`config.mk`:
```
export PLATFORM = sky130hd
export DESIGN_NAME = energy_vad_segmenter_flat
export DESIGN_NICKNAME = d
export VERILOG_FILES = /design/src/sv/evs_pkg.sv /design/src/sv/evs_if.sv /design/src/sv/evs_cfg.sv /design/src/sv/evs_sq.sv /design/src/sv/evs_run.sv /design/src/sv/energy_vad_segmenter.sv /design/src/flat_wrapper.sv
export SDC_FILE = /design/constraint.sdc
export NUM_CORES = 1
export LEC_CHECK = 0
export ABC_CLOCK_PERIOD_IN_PS = 9600
export BUFFER_PORTS_ARGS = -buffer_cell sky130_fd_sc_hd__buf_2
export CAP_MARGIN = 0
export CORE_UTILIZATION = 25
export CTS_CLUSTER_DIAMETER = 100
export DETAILED_ROUTE_END_ITERATION = 8
export GPL_ROUTABILITY_DRIVEN = 0
export HOLD_SLACK_MARGIN = 0.06
export PLACE_DENSITY_LB_ADDON = 0.1
export SYNTH_ARGS = -nofsm -noshare
export SYNTH_HDL_FRONTEND = slang
export SYNTH_SLANG_ARGS = --single-unit
```
`constraint.sdc`:
```
create_clock -name clk -period 9.6 [get_ports clk]
set_input_delay 2.88 -clock clk [delete_from_list [all_inputs] [get_ports clk]]
set_output_delay 2.88 -clock clk [all_outputs]
set_load 0.01 [all_outputs]
```
`src/sv/evs_pkg.sv`:
```
`timescale 1ns / 1ps
`default_nettype none
// ----------------------------------------------------------------------------
// evs_pkg: shared types and constants of the energy VAD segmenter
// Register map, reset values, verdict codes and the item passed from the
// squaring stage to the run tracker.
// ----------------------------------------------------------------------------
package evs_pkg;

    // Configuration port geometry
    localparam int APB_ADDR_W = 4;
    localparam int APB_DATA_W = 32;

    // Field widths
    localparam int SAMPLE_W  = 16;
    localparam int TICK_W    = 32;
    localparam int THR_W     = 31;
    localparam int MIN_W     = 8;
    localparam int COOL_W    = 16;
    localparam int RUN_W     = 8;
    localparam int SQUARE_W  = 32;
    // mag^2 - threshold lies in [-(2^31-1), 2^30]
    localparam int DELTA_W   = 33;

    // Default chunk length limit
    localparam int CHUNK_MAX_DEF = 1024;

    // Saturation point of the voiced run length
    localparam logic [RUN_W-1:0] RUN_MAX = 8'd255;

    // Register indexes (word address paddr[3:2])
    typedef enum logic [1:0] {
        REG_ENERGY_THRESHOLD  = 2'd0,
        REG_MIN_VOICED_CHUNKS = 2'd1,
        REG_COOLDOWN_TICKS    = 2'd2,
        REG_UNUSED            = 2'd3
    } reg_index_t;

    // Reset values
    localparam logic [THR_W-1:0]  THR_RESET  = 31'd90000;
    localparam logic [MIN_W-1:0]  MIN_RESET  = 8'd3;
    localparam logic [COOL_W-1:0] COOL_RESET = 16'd1000;

    // Segment verdicts
    typedef enum logic [1:0] {
        VERDICT_ACCEPTED  = 2'd0,
        VERDICT_TOO_SHORT = 2'd1,
        VERDICT_COOLDOWN  = 2'd2
    } verdict_t;

    // Live configuration
    typedef struct packed {
        logic [THR_W-1:0]  energy_threshold;
        logic [MIN_W-1:0]  min_voiced_chunks;
        logic [COOL_W-1:0] cooldown_ticks;
    } cfg_t;

    // Item after squaring: energy excess of one sample over the threshold
    typedef struct packed {
        logic                      op;
        logic                      chunk_last;
        logic [TICK_W-1:0]         now_ticks;
        logic signed [DELTA_W-1:0] delta;
    } sq_item_t;

endpackage
`default_nettype wire

```
`src/sv/evs_if.sv`:
```
`timescale 1ns / 1ps
`default_nettype none
// ----------------------------------------------------------------------------
// evs_if: valid/ready channels of the energy VAD segmenter
// evs_in_if carries audio samples and detection reports, evs_out_if carries
// one chunk report per finished chunk.
// ----------------------------------------------------------------------------
interface evs_in_if;
    logic               valid;
    logic               ready;
    logic               op;
    logic signed [15:0] sample;
    logic               chunk_last;
    logic [31:0]        now_ticks;

    modport source (output valid, op, sample, chunk_last, now_ticks, input ready);
    modport sink   (input valid, op, sample, chunk_last, now_ticks, output ready);
endinterface

interface evs_out_if;
    logic       valid;
    logic       ready;
    logic       voiced;
    logic       segment_end;
    logic [1:0] verdict;
    logic [7:0] segment_chunks;

    modport source (output valid, voiced, segment_end, verdict, segment_chunks,
                    input ready);
    modport sink   (input valid, voiced, segment_end, verdict, segment_chunks,
                    output ready);
endinterface
`default_nettype wire

```
`src/sv/evs_cfg.sv`:
```
`timescale 1ns / 1ps
`default_nettype none
// ----------------------------------------------------------------------------
// evs_cfg: configuration registers
// APB-style register file holding threshold, minimum run length and
// cooldown. Writes land on the access cycle; reads return the register.
// ----------------------------------------------------------------------------
module evs_cfg (
    input  wire logic                           clk,
    input  wire logic                           rst_n,
    input  wire logic                           psel,
    input  wire logic                           penable,
    input  wire logic                           pwrite,
    input  wire logic [evs_pkg::APB_ADDR_W-1:0] paddr,
    input  wire logic [evs_pkg::APB_DATA_W-1:0] pwdata,
    output logic      [evs_pkg::APB_DATA_W-1:0] prdata,
    output logic                                pready,
    output evs_pkg::cfg_t                       cfg
);
    import evs_pkg::*;

    logic [THR_W-1:0]  thr_reg;
    logic [MIN_W-1:0]  min_reg;
    logic [COOL_W-1:0] cool_reg;
    logic              wr_en;
    reg_index_t        index;

    assign pready = 1'b1;
    assign index  = reg_index_t'(paddr[3:2]);
    assign wr_en  = psel && penable && pwrite && pready;

    // Write registers on the access cycle
    always_ff @(posedge clk or negedge rst_n)
    begin
        if (!rst_n)
        begin
            thr_reg  <= THR_RESET;
            min_reg  <= MIN_RESET;
            cool_reg <= COOL_RESET;
        end
        else if (wr_en)
        begin
            case (index)
                REG_ENERGY_THRESHOLD:  thr_reg  <= pwdata[THR_W-1:0];
                REG_MIN_VOICED_CHUNKS: min_reg  <= pwdata[MIN_W-1:0];
                REG_COOLDOWN_TICKS:    cool_reg <= pwdata[COOL_W-1:0];
                default:               ;
            endcase
        end
    end

    // Read back
    always_comb
    begin
        case (index)
            REG_ENERGY_THRESHOLD:  prdata = {{(APB_DATA_W-THR_W){1'b0}}, thr_reg};
            REG_MIN_VOICED_CHUNKS: prdata = {{(APB_DATA_W-MIN_W){1'b0}}, min_reg};
            REG_COOLDOWN_TICKS:    prdata = {{(APB_DATA_W-COOL_W){1'b0}}, cool_reg};
            default:               prdata = '0;
        endcase
    end

    assign cfg.energy_threshold  = thr_reg;
    assign cfg.min_voiced_chunks = min_reg;
    assign cfg.cooldown_ticks    = cool_reg;

endmodule
`default_nettype wire

```
`src/sv/evs_sq.sv`:
```
`timescale 1ns / 1ps
`default_nettype none
// ----------------------------------------------------------------------------
// evs_sq: input register and squaring stage
// Registers each accepted item, then squares the sample magnitude and
// subtracts the threshold, so the tracker only needs one add per item.
// ----------------------------------------------------------------------------
module evs_sq (
    input  wire logic                          clk,
    input  wire logic                          rst_n,
    evs_in_if.sink                             samples,
    input  wire logic [evs_pkg::THR_W-1:0]     energy_threshold,
    output evs_pkg::sq_item_t                  item,
    output logic                               item_valid,
    input  wire logic                          item_take
);
    import evs_pkg::*;

    // Input register
    logic                s1_valid_reg, s1_valid_next;
    logic                s1_op_reg;
    logic [SAMPLE_W-1:0] s1_sample_reg;
    logic                s1_last_reg;
    logic [TICK_W-1:0]   s1_now_reg;

    // Squared-item register
    logic                s2_valid_reg, s2_valid_next;
    sq_item_t            s2_item_reg, s2_item_next;

    logic                s1_load;
    logic                s2_load;
    logic [SAMPLE_W-1:0] mag;
    logic [SQUARE_W-1:0] square;

    // Pipeline moves
    assign s2_load       = s1_valid_reg && (!s2_valid_reg || item_take);
    assign samples.ready = !s1_valid_reg || s2_load;
    assign s1_load       = samples.valid && samples.ready;

    assign s1_valid_next = s1_load ? 1'b1 : (s2_load ? 1'b0 : s1_valid_reg);
    assign s2_valid_next = s2_load ? 1'b1 : (item_take ? 1'b0 : s2_valid_reg);

    // Magnitude: negation in 16 bits maps -32768 onto 0x8000
    assign mag    = s1_sample_reg[SAMPLE_W-1] ? (~s1_sample_reg + 16'd1) : s1_sample_reg;
    assign square = SQUARE_W'(mag) * SQUARE_W'(mag);

    always_comb
    begin
        s2_item_next.op         = s1_op_reg;
        s2_item_next.chunk_last = s1_last_reg;
        s2_item_next.now_ticks  = s1_now_reg;
        s2_item_next.delta      = $signed({1'b0, square})
                                - $signed({2'b00, energy_threshold});
    end

    // Hold valid flags
    always_ff @(posedge clk or negedge rst_n)
    begin
        if (!rst_n)
        begin
            s1_valid_reg <= 1'b0;
            s2_valid_reg <= 1'b0;
        end
        else
        begin
            s1_valid_reg <= s1_valid_next;
            s2_valid_reg <= s2_valid_next;
        end
    end

    // Payload
    always_ff @(posedge clk)
    begin
        if (s1_load)
        begin
            s1_op_reg     <= samples.op;
            s1_sample_reg <= samples.sample;
            s1_last_reg   <= samples.chunk_last;
            s1_now_reg    <= samples.now_ticks;
        end
        if (s2_load)
        begin
            s2_item_reg <= s2_item_next;
        end
    end

    assign item       = s2_item_reg;
    assign item_valid = s2_valid_reg;

endmodule
`default_nettype wire

```
`src/sv/evs_run.sv`:
```
`timescale 1ns / 1ps
`default_nettype none
// ----------------------------------------------------------------------------
// evs_run: chunk accumulator, run tracker and result register
// Keeps the running energy excess of the open chunk, decides voiced at the
// chunk's last sample, tracks voiced runs and grades each ended run.
// ----------------------------------------------------------------------------
module evs_run #(
    parameter int CHUNK_MAX = evs_pkg::CHUNK_MAX_DEF
) (
    input  wire logic              clk,
    input  wire logic              rst_n,
    input  wire evs_pkg::sq_item_t item,
    input  wire logic              item_valid,
    output logic                   item_take,
    input  wire evs_pkg::cfg_t     cfg,
    evs_out_if.source              results
);
    import evs_pkg::*;

    localparam int CNT_W = $clog2(CHUNK_MAX + 1);
    // Holds sum - threshold*count for any chunk up to CHUNK_MAX samples
    localparam int ACC_W = THR_W + CNT_W + 1;
    localparam logic [CNT_W-1:0] CNT_LIMIT = CNT_W'(CHUNK_MAX);

    logic signed [ACC_W-1:0] acc_reg, acc_next;
    logic [CNT_W-1:0]        cnt_reg, cnt_next;
    logic                    run_active_reg, run_active_next;
    logic [RUN_W-1:0]        run_len_reg, run_len_next;
    logic [TICK_W-1:0]       det_time_reg, det_time_next;

    logic                    out_valid_reg, out_valid_next;
    logic                    voiced_reg, voiced_next;
    logic                    seg_end_reg, seg_end_next;
    verdict_t                verdict_reg, verdict_next;
    logic [RUN_W-1:0]        chunks_reg, chunks_next;

    logic                    makes_result;
    logic                    out_free;
    logic                    counting;
    logic signed [ACC_W-1:0] delta_ext;
    logic signed [ACC_W-1:0] acc_sum;
    logic                    voiced;
    logic [TICK_W-1:0]       elapsed;

    // Handshake
    assign makes_result = !item.op && item.chunk_last;
    assign out_free     = !out_valid_reg || results.ready;
    assign item_take    = item_valid && (!makes_result || out_free);

    // Accumulate energy excess
    assign counting  = cnt_reg < CNT_LIMIT;
    assign delta_ext = {{(ACC_W-DELTA_W){item.delta[DELTA_W-1]}}, item.delta};
    assign acc_sum   = counting ? (acc_reg + delta_ext) : acc_reg;
    assign voiced    = !acc_sum[ACC_W-1];
    assign elapsed   = item.now_ticks - det_time_reg;

    always_comb
    begin
        acc_next        = acc_reg;
        cnt_next        = cnt_reg;
        run_active_next = run_active_reg;
        run_len_next    = run_len_reg;
        det_time_next   = det_time_reg;
        voiced_next     = voiced_reg;
        seg_end_next    = seg_end_reg;
        verdict_next    = verdict_reg;
        chunks_next     = chunks_reg;
        out_valid_next  = out_valid_reg && !results.ready;

        if (item_take)
        begin
            if (item.op)
            begin
                // Detection report: start cooldown
                det_time_next = item.now_ticks;
            end
            else if (!item.chunk_last)
            begin
                acc_next = acc_sum;
                cnt_next = counting ? (cnt_reg + 1'b1) : cnt_reg;
            end
            else
            begin
                // Close the chunk and report it
                acc_next       = '0;
                cnt_next       = '0;
                out_valid_next = 1'b1;
                voiced_next    = voiced;
                seg_end_next   = 1'b0;
                verdict_next   = VERDICT_ACCEPTED;
                chunks_next    = '0;
                if (voiced)
                begin
                    run_active_next = 1'b1;
                    if (run_len_reg != RUN_MAX)
                        run_len_next = run_len_reg + 1'b1;
                end
                else if (run_active_reg)
                begin
                    seg_end_next = 1'b1;
                    chunks_next  = run_len_reg;
                    if (run_len_reg < cfg.min_voiced_chunks)
                        verdict_next = VERDICT_TOO_SHORT;
                    else if (elapsed < {{(TICK_W-COOL_W){1'b0}}, cfg.cooldown_ticks})
                        verdict_next = VERDICT_COOLDOWN;
                    else
                        verdict_next = VERDICT_ACCEPTED;
                    run_active_next = 1'b0;
                    run_len_next    = '0;
                end
            end
        end
    end

    // Hold state
    always_ff @(posedge clk or negedge rst_n)
    begin
        if (!rst_n)
        begin
            acc_reg        <= '0;
            cnt_reg        <= '0;
            run_active_reg <= 1'b0;
            run_len_reg    <= '0;
            det_time_reg   <= '0;
            out_valid_reg  <= 1'b0;
        end
        else
        begin
            acc_reg        <= acc_next;
            cnt_reg        <= cnt_next;
            run_active_reg <= run_active_next;
            run_len_reg    <= run_len_next;
            det_time_reg   <= det_time_next;
            out_valid_reg  <= out_valid_next;
        end
    end

    // Result payload
    always_ff @(posedge clk)
    begin
        voiced_reg  <= voiced_next;
        seg_end_reg <= seg_end_next;
        verdict_reg <= verdict_next;
        chunks_reg  <= chunks_next;
    end

    assign results.valid          = out_valid_reg;
    assign results.voiced         = voiced_reg;
    assign results.segment_end    = seg_end_reg;
    assign results.verdict        = verdict_reg;
    assign results.segment_chunks = chunks_reg;

    // A run ends only on an unvoiced chunk
    a_end_unvoiced: assert property (@(posedge clk) disable iff (!rst_n)
        out_valid_reg && seg_end_reg |-> !voiced_reg)
        else $error("segment end reported on a voiced chunk");

    // Verdict and length are zero outside a segment end
    a_idle_fields: assert property (@(posedge clk) disable iff (!rst_n)
        out_valid_reg && !seg_end_reg |-> verdict_reg == VERDICT_ACCEPTED
                                          && chunks_reg == '0)
        else $error("segment fields set without segment end");

    // Sample count never passes the chunk limit
    a_cnt_limit: assert property (@(posedge clk) disable iff (!rst_n)
        cnt_reg <= CNT_LIMIT)
        else $error("sample count beyond chunk limit");

    // Run length is nonzero exactly while a run is open
    a_run_len: assert property (@(posedge clk) disable iff (!rst_n)
        run_active_reg == (run_len_reg != '0))
        else $error("run length out of step with run flag");

    // An ended run always carries at least one chunk
    a_end_len: assert property (@(posedge clk) disable iff (!rst_n)
        out_valid_reg && seg_end_reg |-> chunks_reg != '0)
        else $error("segment end with empty run");

endmodule
`default_nettype wire

```
`src/sv/energy_vad_segmenter.sv`:
```
`timescale 1ns / 1ps
`default_nettype none
// ----------------------------------------------------------------------------
// energy_vad_segmenter: energy-based voice activity detector and segmenter
// Sums squared samples per chunk, flags voiced chunks and grades each
// finished voiced run as accepted, too short or inside the cooldown.
// ----------------------------------------------------------------------------
// The block takes one item (sample or detection report) every clock cycle
// while the input is not stalled, and returns one report per finished chunk:
// the accept edge of the chunk's last sample loads the input register, then
// the squaring register loads, and then the accumulator and run tracker
// load the result register once it is free. The chunk accumulator's single
// add-and-sign test per item sets the one item per cycle figure. A waiting
// report does not hold back samples of the next chunk; only the next
// chunk-ending item waits for the result register, and the input stalls once
// that item and the one behind it fill the squaring and input registers.
// Configuration is written over the APB port at word addresses 0x0
// (threshold), 0x4 (minimum voiced chunks) and 0x8 (cooldown ticks); the user
// writes it only while the block is idle, which the block itself does not enforce.
// ----------------------------------------------------------------------------
module energy_vad_segmenter #(
    parameter int CHUNK_MAX = evs_pkg::CHUNK_MAX_DEF
) (
    input  wire logic                           clk,
    input  wire logic                           rst_n,
    evs_in_if.sink                              samples,
    evs_out_if.source                           results,
    input  wire logic                           psel,
    input  wire logic                           penable,
    input  wire logic                           pwrite,
    input  wire logic [evs_pkg::APB_ADDR_W-1:0] paddr,
    input  wire logic [evs_pkg::APB_DATA_W-1:0] pwdata,
    output logic      [evs_pkg::APB_DATA_W-1:0] prdata,
    output logic                                pready
);
    import evs_pkg::*;

    cfg_t     cfg;
    sq_item_t sq_item;
    logic     sq_valid;
    logic     sq_take;

    // Register file
    evs_cfg u_cfg (
        .clk     (clk),
        .rst_n   (rst_n),
        .psel    (psel),
        .penable (penable),
        .pwrite  (pwrite),
        .paddr   (paddr),
        .pwdata  (pwdata),
        .prdata  (prdata),
        .pready  (pready),
        .cfg     (cfg)
    );

    // Input register and squaring
    evs_sq u_sq (
        .clk              (clk),
        .rst_n            (rst_n),
        .samples          (samples),
        .energy_threshold (cfg.energy_threshold),
        .item             (sq_item),
        .item_valid       (sq_valid),
        .item_take        (sq_take)
    );

    // Accumulation, run tracking and results
    evs_run #(
        .CHUNK_MAX (CHUNK_MAX)
    ) u_run (
        .clk        (clk),
        .rst_n      (rst_n),
        .item       (sq_item),
        .item_valid (sq_valid),
        .item_take  (sq_take),
        .cfg        (cfg),
        .results    (results)
    );

endmodule
`default_nettype wire
```
`src/flat_wrapper.sv`:
```
// flat-port wrapper written by rule: the top's interface ports become plain ports
module energy_vad_segmenter_flat import evs_pkg::*;
#(
    parameter int CHUNK_MAX = evs_pkg::CHUNK_MAX_DEF
)
  (clk, rst_n, psel, penable, pwrite, paddr, pwdata, prdata, pready, samples_valid, samples_op, samples_sample, samples_chunk_last, samples_now_ticks, samples_ready, results_valid, results_voiced, results_segment_end, results_verdict, results_segment_chunks, results_ready);
  evs_in_if samples_i ();
  evs_out_if results_i ();
  input  wire logic clk;
  input  wire logic rst_n;
  input  wire logic psel;
  input  wire logic penable;
  input  wire logic pwrite;
  input  wire logic [evs_pkg::APB_ADDR_W-1:0] paddr;
  input  wire logic [evs_pkg::APB_DATA_W-1:0] pwdata;
  output logic      [evs_pkg::APB_DATA_W-1:0] prdata;
  output logic pready;
  input wire logic [$bits(samples_i.valid)-1:0] samples_valid;
  input wire logic [$bits(samples_i.op)-1:0] samples_op;
  input wire logic [$bits(samples_i.sample)-1:0] samples_sample;
  input wire logic [$bits(samples_i.chunk_last)-1:0] samples_chunk_last;
  input wire logic [$bits(samples_i.now_ticks)-1:0] samples_now_ticks;
  output wire logic [$bits(samples_i.ready)-1:0] samples_ready;
  output wire logic [$bits(results_i.valid)-1:0] results_valid;
  output wire logic [$bits(results_i.voiced)-1:0] results_voiced;
  output wire logic [$bits(results_i.segment_end)-1:0] results_segment_end;
  output wire logic [$bits(results_i.verdict)-1:0] results_verdict;
  output wire logic [$bits(results_i.segment_chunks)-1:0] results_segment_chunks;
  input wire logic [$bits(results_i.ready)-1:0] results_ready;
  assign samples_i.valid = samples_valid;
  assign samples_i.op = samples_op;
  assign samples_i.sample = samples_sample;
  assign samples_i.chunk_last = samples_chunk_last;
  assign samples_i.now_ticks = samples_now_ticks;
  assign samples_ready = samples_i.ready;
  assign results_valid = results_i.valid;
  assign results_voiced = results_i.voiced;
  assign results_segment_end = results_i.segment_end;
  assign results_verdict = results_i.verdict;
  assign results_segment_chunks = results_i.segment_chunks;
  assign results_i.ready = results_ready;
  energy_vad_segmenter #(.CHUNK_MAX(CHUNK_MAX)) u_core (.clk(clk), .rst_n(rst_n), .samples(samples_i), .results(results_i), .psel(psel), .penable(penable), .pwrite(pwrite), .paddr(paddr), .pwdata(pwdata), .prdata(prdata), .pready(pready));
endmodule
```
==> run_results.csv <==
group,metric,value,unit
cells_and_area,drive_gt1_share,13.0,%
critical_path,path_cells,"or4_1 > or4_1 > or4b_2 > inv_1 > nand2_1 > inv_1 > fa_1 > fa_1 > fa_1 > fa_1 > fa_1 > inv_1 > fa_1 > inv_1 > ha_1 > and3_1 > a221o_1 > a21oi_1 > a41oi_1 > a41oi_1 > a21oi_1 > a21o_1 > a21oi_1 > xnor2_1",
placement,dp.final_hpwl,49.3,mm
grt,grt_use_total,13.3,%
synthesis,synth_area_per_cell,9.97,sq um
drt,ant_nets,0,
sta,rsz0062_at_grt,"false",
synthesis,ys_types,78,
grt,antenna_found_initial,2,
drt,vias_per_cell,4.43,
drt,post_drt_wl_per_cell,16.7,um
floorplanning,num_rows,111,
synthesis,synth_edf_count,129,
clock_tree,cts-root-buf,"clkbuf_16",
placement,dp_slack,0.954,ns
floorplanning,pin_count,140,
critical_path,critPathSlowestCell,"or4b_2",
clock_tree,cts.sinks,282,
synthesis,yosysSeqAreaShare,33.4,%
floorplanning,core,91700,sq um
sta,skew,0.0248,ns
placement,port_buffers,134,
critical_path,cp-end-kind,"register",
synthesis,synth.area.top_cells,"fa_1 17%, edfxtp_1 17%, dfrtp_1 15%, ha_1 11%, inv_1 5.9%",
sta,setup_viol,0,
synthesis,synth_top_area_cell,"fa_1",
critical_path,worst-endpoint-required,9.92,ns
critical_path,crit_fanout,5,
sta,max_clock_freq,117,MHz
critical_path,cp-start-kind,"register",
clock_tree,cts_made_buffers,39,
cells_and_area,largest_reg_flops,67,
synthesis,synthFlopType,"dfrtp_1",
clock_tree,cts_setup_buffers,0,
outcome,status,"complete, no violations",
critical_path,cp_common_cell,"fa_1",
clock_tree,clkLatencyLatePin,0.59,ns
sta,tns,0,ns
drt,drt_iter0_drc,740,
synthesis,netlist.area_leader.share,17.3,%
critical_path,worstPathArrival,8.88,ns
grt,grt_max_degree,68,
clock_tree,cts_tree,"yes",
drt,wirelength,61.8,mm
synthesis,ys_warn_count,0,
sta,slew_headroom,31.0,%
floorplanning,dieHeight,306,um
grt,grt_pass1_wl,98.7,mm
sta,whs,0.417,ns
grt,grt_overflow,0,
sta,worst_slew_pin_slew,1.03,ns
synthesis,synthCells,2322,
cells_and_area,synthToLayoutAreaGrowth,15.6,%
grt,first_global_vias,17300,
sta,slew_violations,0,
placement,dp_cells,3635,
floorplanning,dieArea,93800,sq um
drt,drc_errors,0,
drt,dr.pass1.iters,6,
cells_and_area,antenna_cells,0,
cells_and_area,final_nets,2995,
clock_tree,clk_pin_slew,0.06,ns
hold_path,hold_class,"reg2reg",
synthesis,ys_seq_elements,282,
clock_tree,cts_resized,0,
cells_and_area,fin_cells,3707,
clock_tree,h-tree-depth,2,
critical_path,crit_type,"reg2reg",
sta,finalCriticalPeriod,8.55,ns
sta,fin_ws,1.05,ns
floorplanning,die_width,306,um
run,drv_cap,0,
sta,fin_crit_sh,89.1,%
synthesis,synth.cell_area,23100,sq um
sta,final-hold-violation-count,0,
drt,dr_total_vias,16400,
synthesis,async_reset_ff_share,54.3,%
critical_path,slowest_delay,0.83,ns
clock_tree,cts_max_path_buffers,3,
clock_tree,cts_hold_buf,0,
floorplanning,start_util,25.2,%
## metrics by stage
| stage | utilization, % | cell area, sq um |
|---|---|---|
| finish | 29.2 | 26700 |
| global route | 29.2 | 26700 |
| CTS | 29.2 | 26700 |
| detailed placement | 27.8 | 25400 |
| global placement | 27.8 | 25400 |
| floorplan | - | 23200 |
## layer usage
metal | vias up | wire (um) | GRT usage [%]
met5 | - | 13 | 0
met4 | 2 | 1130 | 3.35
met3 | 55 | 2140 | 1.93
met2 | 220 | 27100 | 20.8
met1 | 8010 | 31400 | 19.3
li1 | 8144 | - | -
## cells in the mapped netlist, drive strengths merged (28+ instances only)
cell / n
mux2: 39
nor3: 33
ha: 212
xor2: 49
edfxtp: 129
a21oi: 107
xnor2: 62
nand3: 28
clkbuf: 53
inv: 366
a21o: 60
nand2: 245
dfrtp: 136
o21ai: 155
nor2: 125
fa: 200
## kinds of logic after synthesis
group	synth area share (%)
XOR/XNOR	4.20
buffers and inverters	7.06
multiplexers	2.94
AO/OA/AOI/OAI	12.6
AND/OR/NAND/NOR	11.0
adder cells (fa/ha/maj)	28.8
flip-flops	33.4
other	0.0324
## path summary, 6_finish.rpt
path | from | end | slack (ns) | cells after the start
min | u_core.u_sq.s1_now_reg[7]$_DFFE_PP_ | u_core.u_sq.item[40]$_DFFE_PP_ | 0.42 | 0
max reg2reg | u_core.u_sq.s1_sample_reg[6]$_DFFE_PP_ | u_core.u_sq.item[32]$_DFFE_PP_ | 1.05 | 24
max in group asynchronous | rst_n | u_core.u_run.det_time_reg[2]$_DFFE_PN0P_ | 6.07 | 2
max | u_core.u_sq.s1_sample_reg[6]$_DFFE_PP_ | u_core.u_sq.item[32]$_DFFE_PP_ | 1.05 | 24
min reg2reg | u_core.u_sq.s1_now_reg[7]$_DFFE_PP_ | u_core.u_sq.item[40]$_DFFE_PP_ | 0.42 | 0
min in group asynchronous | rst_n | u_core.u_cfg.thr_reg[18]$_DFFE_PN0P_ | 2.25 | 1
## layout by cell type, fill, tap and decap left out, types with 17 or more instances in the layout
| cell | count |
|---|---|
| dfrtp_1 | 136 |
| xor2_1 | 49 |
| mux2_2 | 39 |
| a21o_1 | 60 |
| nor2_1 | 125 |
| nand2_1 | 245 |
| clkbuf_16 | 39 |
| inv_1 | 364 |
| edfxtp_1 | 129 |
| and3_1 | 24 |
| fa_1 | 200 |
| o21ai_0 | 148 |
| buf_4 | 40 |
| xnor2_1 | 62 |
| nand3_1 | 28 |
| nand4_1 | 21 |
| buf_2 | 133 |
| a21oi_1 | 107 |
| dfstp_2 | 17 |
| mux2i_1 | 24 |
| ha_1 | 212 |
| nor3_1 | 30 |
## critical path: cells and delay by family (launching register included)
family                   cells  cell delay (ns)
AO/OA/AOI/OAI                7             1.57
AND/OR/NAND/NOR              5             2.23
flip-flops                   1             0.46
adder cells (fa/ha/maj)      7             3.42
XOR/XNOR                     1             0.08
buffers and inverters        4             0.53
## area by class of cell
cell class                 count  area, sq um
sequential                   282         7720
fill                        9637        64900
clock buffer                  57         1120
timing repair buffer         174          977
tap                         1186         1480
clock inverter                15          171
multi-input combinational   1621        13900
inverter                     372         1400
Power is not shown: default switching activity piles up to over one toggle a cycle in this logic, so the estimate is an artifact.
